## config.mk

```make
export PLATFORM = sky130hd
export DESIGN_NAME = pita_queue
export DESIGN_NICKNAME = d
export VERILOG_FILES = /design/src/sv/pita_pkg.sv /design/src/sv/pita_queue.sv
export SDC_FILE = /design/constraint.sdc
export NUM_CORES = 1
export LEC_CHECK = 0
export ABC_AREA = 0
export BUFFER_PORTS_ARGS = -buffer_cell sky130_fd_sc_hd__buf_4
export CAP_MARGIN = 20
export CORE_MARGIN = 3
export CORE_UTILIZATION = 40
export DETAILED_ROUTE_END_ITERATION = 8
export MAX_ROUTING_LAYER = met4
export PLACE_DENSITY = 0.58
export SYNTH_ARGS = -nofsm -noshare
export SYNTH_HDL_FRONTEND = slang
export SYNTH_SLANG_ARGS = --single-unit
export TNS_END_PERCENT = 1
```

## constraint.sdc

```tcl
create_clock -name clk -period 3.05 [get_ports clk]
set_input_delay 0.4575 -clock clk [delete_from_list [all_inputs] [get_ports clk]]
set_output_delay 0.4575 -clock clk [all_outputs]
set_load 0.005 [all_outputs]
```

## src/sv/pita_pkg.sv

```systemverilog
// shared constants for the point-in-triangle area test
`timescale 1ns / 1ps

package pita_pkg;

    localparam int COORD_WIDTH_DEF = 24;
    localparam int QUEUE_DEPTH_DEF = 4;
    localparam int MARGIN_WIDTH    = 20;
    localparam int MARGIN_SHIFT    = 16;
    localparam logic [MARGIN_WIDTH-1:0] MARGIN_ONE = MARGIN_WIDTH'(1 << MARGIN_SHIFT);

endpackage

```

## src/sv/pita_queue.sv

```systemverilog
// short queue between front and back, with a registered read stage
`timescale 1ns / 1ps

module pita_queue #(
    parameter int WIDTH = 8,
    parameter int DEPTH = pita_pkg::QUEUE_DEPTH_DEF
) (
    input  logic             clk,
    input  logic             rst_n,
    input  logic             push,
    input  logic [WIDTH-1:0] wr_data,
    output logic             full,
    input  logic             take,
    output logic             rd_valid,
    output logic [WIDTH-1:0] rd_data
);

    localparam int AWD = $clog2(DEPTH);
    localparam int CW  = $clog2(DEPTH + 1);

    logic [WIDTH-1:0] mem [DEPTH];
    logic [AWD-1:0] wr_ptr_reg, wr_ptr_next;
    logic [AWD-1:0] rd_ptr_reg, rd_ptr_next;
    logic [CW-1:0]  cnt_reg, cnt_next;
    logic           rd_valid_reg, rd_valid_next;
    logic [WIDTH-1:0] rd_data_reg;
    logic           load;

    assign full = (cnt_reg == CW'(DEPTH));
    // refill the output register when it is empty or being taken
    assign load = (cnt_reg != '0) && (!rd_valid_reg || take);

    always_comb
    begin
        wr_ptr_next = wr_ptr_reg;
        rd_ptr_next = rd_ptr_reg;
        if (push)
            wr_ptr_next = (wr_ptr_reg == AWD'(DEPTH - 1)) ? '0 : wr_ptr_reg + 1'b1;
        if (load)
            rd_ptr_next = (rd_ptr_reg == AWD'(DEPTH - 1)) ? '0 : rd_ptr_reg + 1'b1;
        cnt_next = cnt_reg + CW'(push) - CW'(load);
        if (load)
            rd_valid_next = 1'b1;
        else if (take)
            rd_valid_next = 1'b0;
        else
            rd_valid_next = rd_valid_reg;
    end

    always_ff @(posedge clk or negedge rst_n)
    begin
        if (!rst_n)
        begin
            wr_ptr_reg   <= '0;
            rd_ptr_reg   <= '0;
            cnt_reg      <= '0;
            rd_valid_reg <= 1'b0;
        end
        else
        begin
            wr_ptr_reg   <= wr_ptr_next;
            rd_ptr_reg   <= rd_ptr_next;
            cnt_reg      <= cnt_next;
            rd_valid_reg <= rd_valid_next;
        end
    end

    always_ff @(posedge clk)
    begin
        if (push)
            mem[wr_ptr_reg] <= wr_data;
        if (load)
            rd_data_reg <= mem[rd_ptr_reg];
    end

    assign rd_valid = rd_valid_reg;
    assign rd_data  = rd_data_reg;

    a_no_overflow: assert property (@(posedge clk) disable iff (!rst_n)
        cnt_reg <= CW'(DEPTH))
        else $error("queue count above depth");
    a_take_valid: assert property (@(posedge clk) disable iff (!rst_n)
        take |-> rd_valid_reg)
        else $error("queue read without data");
    a_no_push_full: assert property (@(posedge clk) disable iff (!rst_n)
        !(push && full))
        else $error("queue written while full");

endmodule

```

== Word level (Yosys, flattened, before mapping) ==
Memory sizes are Yosys's and may differ from the RTL's. A register that Yosys moved wholly into a read port is not among the register bits.
Index checks and enable logic that the tools add are counted.
Storage, ports and cells
  RAM bits: 32
  word-level logic and storage cells: 23
  output and inout port bits: 10
  register bits: 8
  memories kept: 1
  input bits: 12
Memory list
  mem: words 4, bits a word 8, read ports 1, clocked after Yosys merged registers in 1, write ports 1, RTL line pita_queue.sv:21  | logic [WIDTH-1:0] mem [DEPTH];
Operators by class
  add/subtract/negate cells: 4
  eq/ne operators: 3
  multiplexer cells: 6
  reductions and logical operators: 5
Operators by type and width (count)
  $add A2 B1 Y2 const B: 2
  $eq A2 B2 Y1 const B: 2
  $mux W1: 4
  $mux W2: 2
  $add A3 B1 Y3: 1
  $eq A3 B3 Y1 const B: 1
  $reduce_bool A3 Y1: 1
  $sub A3 B1 Y3: 1
  $reduce_bool A2 Y1: 1
  $logic_and A1 B1 Y1: 1
  $logic_not A1 Y1: 1
  $logic_or A1 B1 Y1: 1

== Logic depth before layout (Yosys ltp) ==
Gate-level depths: netlist (run 1).
  depth in word-level cells: 4
  mapped depth: 8

== Worst setup path after synthesis (run 1) ==
No wires, ideal clock.
  path type: input to register
  from: input take
  to: register cnt_reg[2]
  arrival time: 1.881 ns
  data required time: 2.927 ns
  path buffers: 0
  setup time: 0.123 ns
  stages: 8
  slack: 1.046 ns
  path through: inv_1 > a21oi_2 > ha_1 > inv_1 > ha_1 > fa_1 > xnor2_1 > xnor2_1
On the way
  longest elaborated chain between the ends: 3
RTL lines
  start: declaration: RTL line pita_queue.sv:13  | input logic take,
  $logic_or A1 B1 Y1: RTL line pita_queue.sv:31  | assign load = (cnt_reg != '0) && (!rd_valid_reg || take);
  $logic_and A1 B1 Y1: RTL line pita_queue.sv:31
  via load: RTL line pita_queue.sv:27  | logic load;
  $sub A3 B1 Y3: RTL line pita_queue.sv:41  | cnt_next = cnt_reg + CW'(push) - CW'(load);
  via cnt_next[2]: RTL line pita_queue.sv:24  | logic [CW-1:0] cnt_reg, cnt_next;
  end signal: assignment: RTL line pita_queue.sv:63  | cnt_reg <= cnt_next;
  end: declaration: RTL line pita_queue.sv:24
The timed path passes the listed nets, and every way through them passes these cells.
A chain may end at the register's enable or synchronous reset.

== Worst setup path after layout (run 1) ==
  from: register cnt_reg[1]
  to: register cnt_reg[2]
On the way
  longest elaborated chain between the ends: 3
  elaborated cells on any way between the ends: 4
  those cells by class: 2 x add/sub; 2 x reduce/logical
RTL lines (RTL line)
  $reduce_bool A3 Y1: pita_queue.sv:31
  $logic_and A1 B1 Y1: pita_queue.sv:31
  via load: pita_queue.sv:27
  $sub A3 B1 Y3: pita_queue.sv:41
  via cnt_next[2]: pita_queue.sv:24
The timed path passes the listed nets, and every way through them passes these cells.

==> results.md, run 1 <==
Global routing:
- The total routing usage reported by global routing is 0.125.
- The number of global-route vias before repair was 948.
- The initial antenna violation count is 0.
- Entering global routing, the biggest net connects 15 pins.
- Summed over all layers, the global routing overflow is 0.
- The first global-routing pass estimated 4.71 mm of wire.

Run status:
- The flow ran to the end, and the final reports show no timing, DRC or antenna violations.

Power:
- The reported leakage power is 0.828 nW.
- The share of total power in combinational logic is 0.250.
- Of the total power, registers draw 0.526.
- Of the total power, the clock network draws 0.224.
- Of the total power, the share spent switching nets is 0.269.
- For this design the ratio of total power to cell area is 906 nW/um^2.
- Across the VDD grid, the largest voltage drop is 0.337 mV.
- For this design the total switching power over the nets is 533 uW.
- The internal portion of the total power is 1.45 mW.

STA:
- At the pin with the least slew margin, the transition time is a little over 600 ps.
- Setup repair after global routing left no endpoint under its margin.
- Based on the critical path, the design can be clocked at up to 471 MHz.
- The final-report setup violation count is 0.
- The count of final hold-check violations is 0.
- The time the final worst path needs with I/O delays and setup is between 2000 and 2500 ps.
- The count of final max-slew check failures is 0.
- The final setup TNS is 0 ps.
- Dividing the final minimum period by the clock period gives 0.696.
- The clock skew is 7.76 ps.
- The worst relative slew slack is 0.596.

Synthesis:
- The cell with the most instances after synthesis is edfxtp_1.
- The net count of the mapped netlist is 112.
- By area the synthesized netlist is led by edfxtp_1, dfrtp_1, mux4_2.
- The synthesized design contains 40 enable-type register cells.
- The most used flip-flop cell after synthesis is edfxtp_1.
- The post-synthesis instance area is approximately 1900 um^2.
- In this run the mean area of a mapped cell was 20.2 um^2.
- Counting distinct cell types in the post-synthesis netlist gives 18.
- Of the synthesized area, sequential elements account for 0.755.
- The commonest cells after synthesis are edfxtp_1, dfrtp_1, inv_1, mux4_2, ha_1.
- The cell type with the highest aggregate area in the netlist is edfxtp_1.
- The share of flip-flops with an asynchronous set or reset is 0.167.
- Yosys printed 0 warnings.
- The share of synthesized area in the top cell type comes to 0.647.
- After synthesis the netlist holds a flip-flop and latch count of 48.
- The synthesized instance count is 92.

Clock network:
- The clock transition at the registers of the reported paths is 80 ps.
- The latest clock arrival within the worst-skew pair is 300 ps.
- The CTS buffer count is 5.
- The CTS H-tree depth is 2.
- The clock sink count is 48.
- The post-CTS repair timing setup buffer count is 0.
- The clock passes through at most 2 buffers.
- The CTS tree is done.
- The cell sitting at the root of the clock tree is a clkbuf_8.

Floorplan:
- The area of the core region is 4410 um^2.
- The placement row count is 24.
- The die is approximately 74 um wide.
- The die covers approximately 5500 um^2.
- The initial cell density of the core is 0.420.
- The die height is 74.1 um.
- For this design the top-level I/O count stands at 22.

Routing:
- The initial DRC count is 57.
- The overall routed net length is 2.83 mm.
- The length of the first detailed-routing pass in iterations is 4.
- Dividing the detail-routed wire length by the instance count gives around 16 um.
- Detailed routing inserted a total of 848 vias.
- The antenna violation net count after detailed routing is 0.
- The final routed DRC violation total is 0.
- Dividing the detail-routed via count by the number of cells gives 4.90.

Placed design:
- The half-perimeter wire length of the detailed placement result is 1.98 mm.
- The congestion estimate from routability-driven global placement came to around 0.7.
- The count of input and output buffers is 21.

Worst setup path:
- The largest fanout of any net on the critical path is 11.
- The largest single stage delay on the critical path is around 400 ps.
- Traced cell by cell, the critical path runs through nor3_2 > a21oi_2 > buf_4 > ha_1 > inv_1 > ha_1 > fa_1 > xnor2_1 > xnor2_1.
- The critical path data required time is roughly 3300 ps.
- Data on the critical path arrives at its endpoint at ~2300 ps.
- The element type at the critical path start is a flop.
- The type of element capturing the critical path is a flop.
- The critical path is of the flop to flop type.
- For this design, the slowest cell found on the critical path is dfrtp_1.

Cells and area:
- The number of antenna diodes in the final layout is 0.
- The register with the most flip-flops in the layout has 32 of them.
- Of the cells placed in the final design, the portion with a size suffix greater than 1 is 0.331.
- In the final design database the tool counted 140 nets.
- Measured on the finished design, the core utilization comes to 0.495.
- The relative area change from synthesis to final layout is 17.9%.

Job:
- The reported max-cap violation count is 0.

Hold path:
- The worst hold path belongs to the class primary input to flop.
-- critical path, delay by kind of cell (launching register included) --
kind                     cells  cell delay, ps
buffers and inverters        2             230
XOR/XNOR                     2             320
AO/OA/AOI/OAI                1              50
adder cells (fa/ha/maj)      3             830
flip-flops                   1             400
AND/OR/NAND/NOR              1             230
-- metal layers --
| metal | GRT usage | part of all wire | vias to the layer above |
|---|---|---|---|
| met5 | - | 0 | - |
| li1 | - | - | 400 |
| met3 | 0.0311 | 0.042 | 7 |
| met4 | 0.0785 | 0.028 | 0 |
| met1 | 0.157 | 0.45 | 426 |
| met2 | 0.182 | 0.48 | 15 |
-- power by group through the flow --
stage | combinational, mW | sequential, mW | clock, mW
5_1_grt | 0.564 | 1.07 | 0.480
3_3_place_gp | 0.493 | 1.06 | 0
6_report | 0.494 | 1.04 | 0.444
4_1_cts | 0.515 | 1.05 | 0.452
2_1_floorplan | 0.377 | 0.994 | 0
3_5_place_dp | 0.512 | 1.06 | 0
-- final cells by class --
type / instances / area (um^2)
Clock buffer: 6 / 72.6
Clock inverter: 2 / 35.0
Fill cell: 364 / 2230
Inverter: 8 / 30.0
Multi-Input combinational cell: 34 / 408
Sequential cell: 48 / 1400
Tap cell: 52 / 65.1
Timing Repair Buffer: 23 / 175
-- through the flow --
stage	setup WS, ps	instance area, um^2	hold slack [ps]	instances	power, mW
3_3_place_gp	955	2070	283	164	1.55
2_1_floorplan	1050	1860	162	92	1.37
4_1_cts	905	2190	336	173	2.02
3_5_place_dp	885	2070	285	164	1.58
5_1_grt	800	2190	341	173	2.11
6_report	928	2190	345	173	1.98
-- final timing paths --
check,cells past startpoint,start,endpoint,slack (ps)
setup / recovery,9,cnt_reg[1],cnt_reg[2],930
hold / removal,2,take,rd_valid,340
setup reg to reg,9,cnt_reg[1],cnt_reg[2],930
hold reg to reg,2,cnt_reg[1],rd_valid,530
max in group asynchronous,2,rst_n,cnt_reg[2],2410
min in group asynchronous,2,rst_n,cnt_reg[1],510
-- cells in the final DEF (no fill, tap or decap), drive strengths merged --
master       netlist  routed
a21oi              1       1
and2               4       4
and3               1       1
buf                1      22
bufinv             0       1
clkbuf             1       6
clkinv             0       1
dfrtp              8       8
dlygate4sd3        0       1
edfxtp            40      40
fa                 1       1
ha                 7       7
inv                8       8
mux2               2       2
mux4               8       8
nand2              2       2
nor2               2       2
nor3               1       1
o21ai              3       3
xnor2              2       2
-- timing repair --
action	4_1_cts	5_1_grt
hold buffers	1	0
endpoints found under the hold margin	8	0
gates resized for setup	0	0
-- cells by family after synthesis --
logic type | synth area share
simple gates | 0.0303
mux | 0.109
fa+ha+maj | 0.0580
buf+inv | 0.0249
compound gates | 0.0128
flops | 0.755
xor+xnor | 0.00944
(Power assumes the default switching activity.)
==> run 2: changes to the inputs <==
- PLACE_DENSITY: 0.58 -> 0.61
- clock period: 3.05 -> 1.93 ns (I/O delays scaled with it)
==> results.md, run 2 (synthesized netlist as in run 1, its figures left out) <==
Routing:
- The overall routed net length is 2.84 mm (was 2.83 mm).
- The length of the first detailed-routing pass in iterations is 3 (was 4).
- The initial DRC count came to 38 (was 57).
- The final routed DRC violation total came to 0 (unchanged).
- The antenna violation net count after detailed routing is 0 (unchanged).
- The per-cell via count in the routed design is 4.93 (was 4.90).
- The routed length per instance is 16.4 um (about the same).
- The routed via count is 853 (was 848).

STA:
- The slew at the pin closest to its max-slew limit is 601 ps (was 606 ps).
- The final-report setup violation count is 0 (unchanged).
- The clock skew is 6.32 ps (was 7.76 ps).
- The count of final hold-check violations is 0 (unchanged).
- The worst setup slack after layout is 9.14 ps (was 928 ps).
- The count of final max-slew check failures is 0 (unchanged).
- The final worst hold slack came to 168 ps (was 345 ps).
- Unrepaired setup endpoints after global routing: yes (was no).
- The worst relative slew slack is 0.599 (was 0.596).
- The time the final worst path needs with I/O delays and setup came to 1920 ps (was 2120 ps).
- The share of the clock period used by the worst path after layout is 0.995 (was 0.696).
- The highest clock rate was 521 MHz (was 471 MHz).
- The final setup TNS came to 0 ps (unchanged).

Worst setup path:
- The slowest library cell on the worst path is dfrtp_1 (unchanged).
- The worst setup path startpoint is cnt_reg[1] (unchanged).
- The type of element capturing the critical path is a flop (unchanged).
- The category of the critical setup timing path is flop to flop (unchanged).
- The depth of the worst register-to-register path is 8 (was 9).
- The element type at the critical path start is a flop (unchanged).
- The data arrival time of the critical path came to 2140 ps (was 2340 ps).
- The largest fanout of any net on the critical path is 2 (was 11).
- The worst reg2reg path endpoint is cnt_reg[2] (unchanged).
- The number of buffers and inverters on the critical path is 1 (was 2).
- The end point of the critical path is cnt_reg[2] (unchanged).
- The reg-to-reg setup timing slack is 9 ps (was 930 ps).
- The dominant delay contributor by cell family on the critical path is adder cells (unchanged).
- The launch point of the worst reg-to-reg path is cnt_reg[1] (unchanged).
- The critical path data required time is 2150 ps (was 3270 ps).
- Cell chain of the critical path: nor3_4 > a21oi_4 > ha_1 > inv_1 > ha_1 > fa_2 > xnor2_1 > xnor2_1 (was nor3_2 > a21oi_2 > buf_4 > ha_1 > inv_1 > ha_1 > fa_1 > xnor2_1 > xnor2_1).
- The maximum cell stage delay along the critical path is 410 ps (was 400 ps).
- The total number of cells along the worst setup path came to 8 (was 9).

Global routing:
- The largest net degree at the start of global routing is 14 (was 15).
- The total routing usage reported by global routing is 0.122 (was 0.125).
- The initial antenna violation count came to 0 (unchanged).
- The number of global-route vias before repair came to 862 (was 948).
- The total grt overflow is 0 (unchanged).
- The wire length of the first global-routing pass is 4.50 mm (was 4.71 mm).

Floorplan:
- The die height is 74.1 um (unchanged).
- The placement row count is 24 (unchanged).
- The initial cell density of the core is 0.420 (unchanged).
- The area of the core region is 4410 um^2 (unchanged).
- The die area is 5490 um^2 (unchanged).
- The die boundary width is 74.1 um (unchanged).
- The total I/O pin count is 22 (unchanged).

Cells and area:
- The most common cell after layout, fill and taps aside is edfxtp_1 (unchanged).
- Most used cells in the layout excluding fill and tap cells: edfxtp_1, buf_4, mux4_2, inv_1, dfrtp_1 (unchanged).
- The area of all placed cells without fillers is 2180 um^2 (was 2190 um^2).
- The count of placed standard cells in the final layout, fillers left out is 173 (unchanged).
- The final design utilization is 0.494 (was 0.495).
- The number of antenna cells inserted is 0 (unchanged).
- The share of layout cells above drive strength 1 is 0.339 (was 0.331).
- The number of nets in the finished design was 141 (was 140).
- The number of flip-flops under the largest register name is 32 (unchanged).
- The relative area change from synthesis to final layout was 17.5% (was 17.9%).

Placed design:
- The weighted congestion reported at the end of routability-driven placement is 0.751 (was 0.715).
- The count of input and output buffers is 21 (unchanged).
- The cell area reported after detailed placement is 2080 um^2 (was 2070 um^2).
- The number of placed instances, taps included came to 164 (unchanged).
- The setup slack at placement came to -0.164 ps (was 885 ps).
- The half-perimeter wire length of the detailed placement result came to 1.97 mm (was 1.98 mm).

Clock network:
- The CTS buffer count is 5 (unchanged).
- The clock transition at the registers of the reported paths is 80 ps (about the same).
- The CTS H-tree depth is 2 (unchanged).
- The root buffer cell is clkbuf_8 (unchanged).
- The latest clock arrival within the worst-skew pair is 300 ps (about the same).
- The maximum clock insertion buffer count is 2 (unchanged).
- The CTS tree is done (unchanged).
- The clock sink count is 48 (unchanged).

Run status:
- Result of the run: finished clean (unchanged).

Power:
- The internal power component is 2.17 mW (was 1.45 mW).
- The power per unit of standard cell area is 1380 nW/um^2 (was 906 nW/um^2).
- The share of total power in combinational logic is 0.270 (was 0.250).
- The share of total power in the clock network was 0.180 (was 0.224).
- The net switching fraction of the power is 0.279 (was 0.269).
- The net switching power figure is 843 uW (was 533 uW).
- The total design power is 3.02 mW (was 1.98 mW).
- The part of the total power dissipated in sequential elements came to 0.550 (was 0.526).
- The maximum vdd drop was 0.692 mV (was 0.337 mV).
- The reported leakage power came to 0.822 nW (was 0.828 nW).

Job:
- The reported max-cap violation count came to 0 (unchanged).

Hold path:
- The worst hold-check path type is primary input to flop (unchanged).
run 2: worst min-delay path by stage:
stage | from | endpoint | cells after the start
3_5_place_dp | rst_n | wr_ptr_reg[0] | 1
5_1_grt | take | rd_valid | 2
3_3_place_gp | rst_n | wr_ptr_reg[0] | 1
6_report | take | rd_valid | 2
4_1_cts | take | rd_valid | 2
2_1_floorplan | rst_n | cnt_reg[0] | 0
run 2: metal layers:
layer  global-route usage  wire [um]  up-vias
met5                    -          0        -
met3               0.0554        160        6
met1                0.152       1220      431
met2                0.177       1410       16
met4               0.0423         49        0
li1                     -          -      400
run 2: power groups by stage:
| stage | sequential [mW] | clock [mW] | combinational, mW |
|---|---|---|---|
| floorplan | 1.57 | 0 | 0.607 |
| global placement | 1.67 | 0 | 0.773 |
| detailed placement | 1.68 | 0 | 0.820 |
| CTS | 1.67 | 0.560 | 0.828 |
| global route | 1.70 | 0.612 | 0.916 |
| finish | 1.66 | 0.543 | 0.814 |
run 2: final cells by class:
class | count | area (um^2)
well taps | 52 | 65.1
multi-input cells | 34 | 424
clock buffers | 6 | 72.6
clock inverters | 1 | 5.00
fillers | 364 | 2230
repair buffers | 24 | 183
flip-flops and latches | 48 | 1400
inverters | 8 | 30.0
run 2: repair_timing:
action / 4_1_cts / 5_1_grt
pin swaps: 0 / 1
endpoints found under the hold margin: 8 / 0
gates cloned: 0 / 0
gates resized for setup: 1 / 0
setup endpoints to repair: 1 / 1
buffers inserted: 0 / 1
hold buffers: 1 / 0
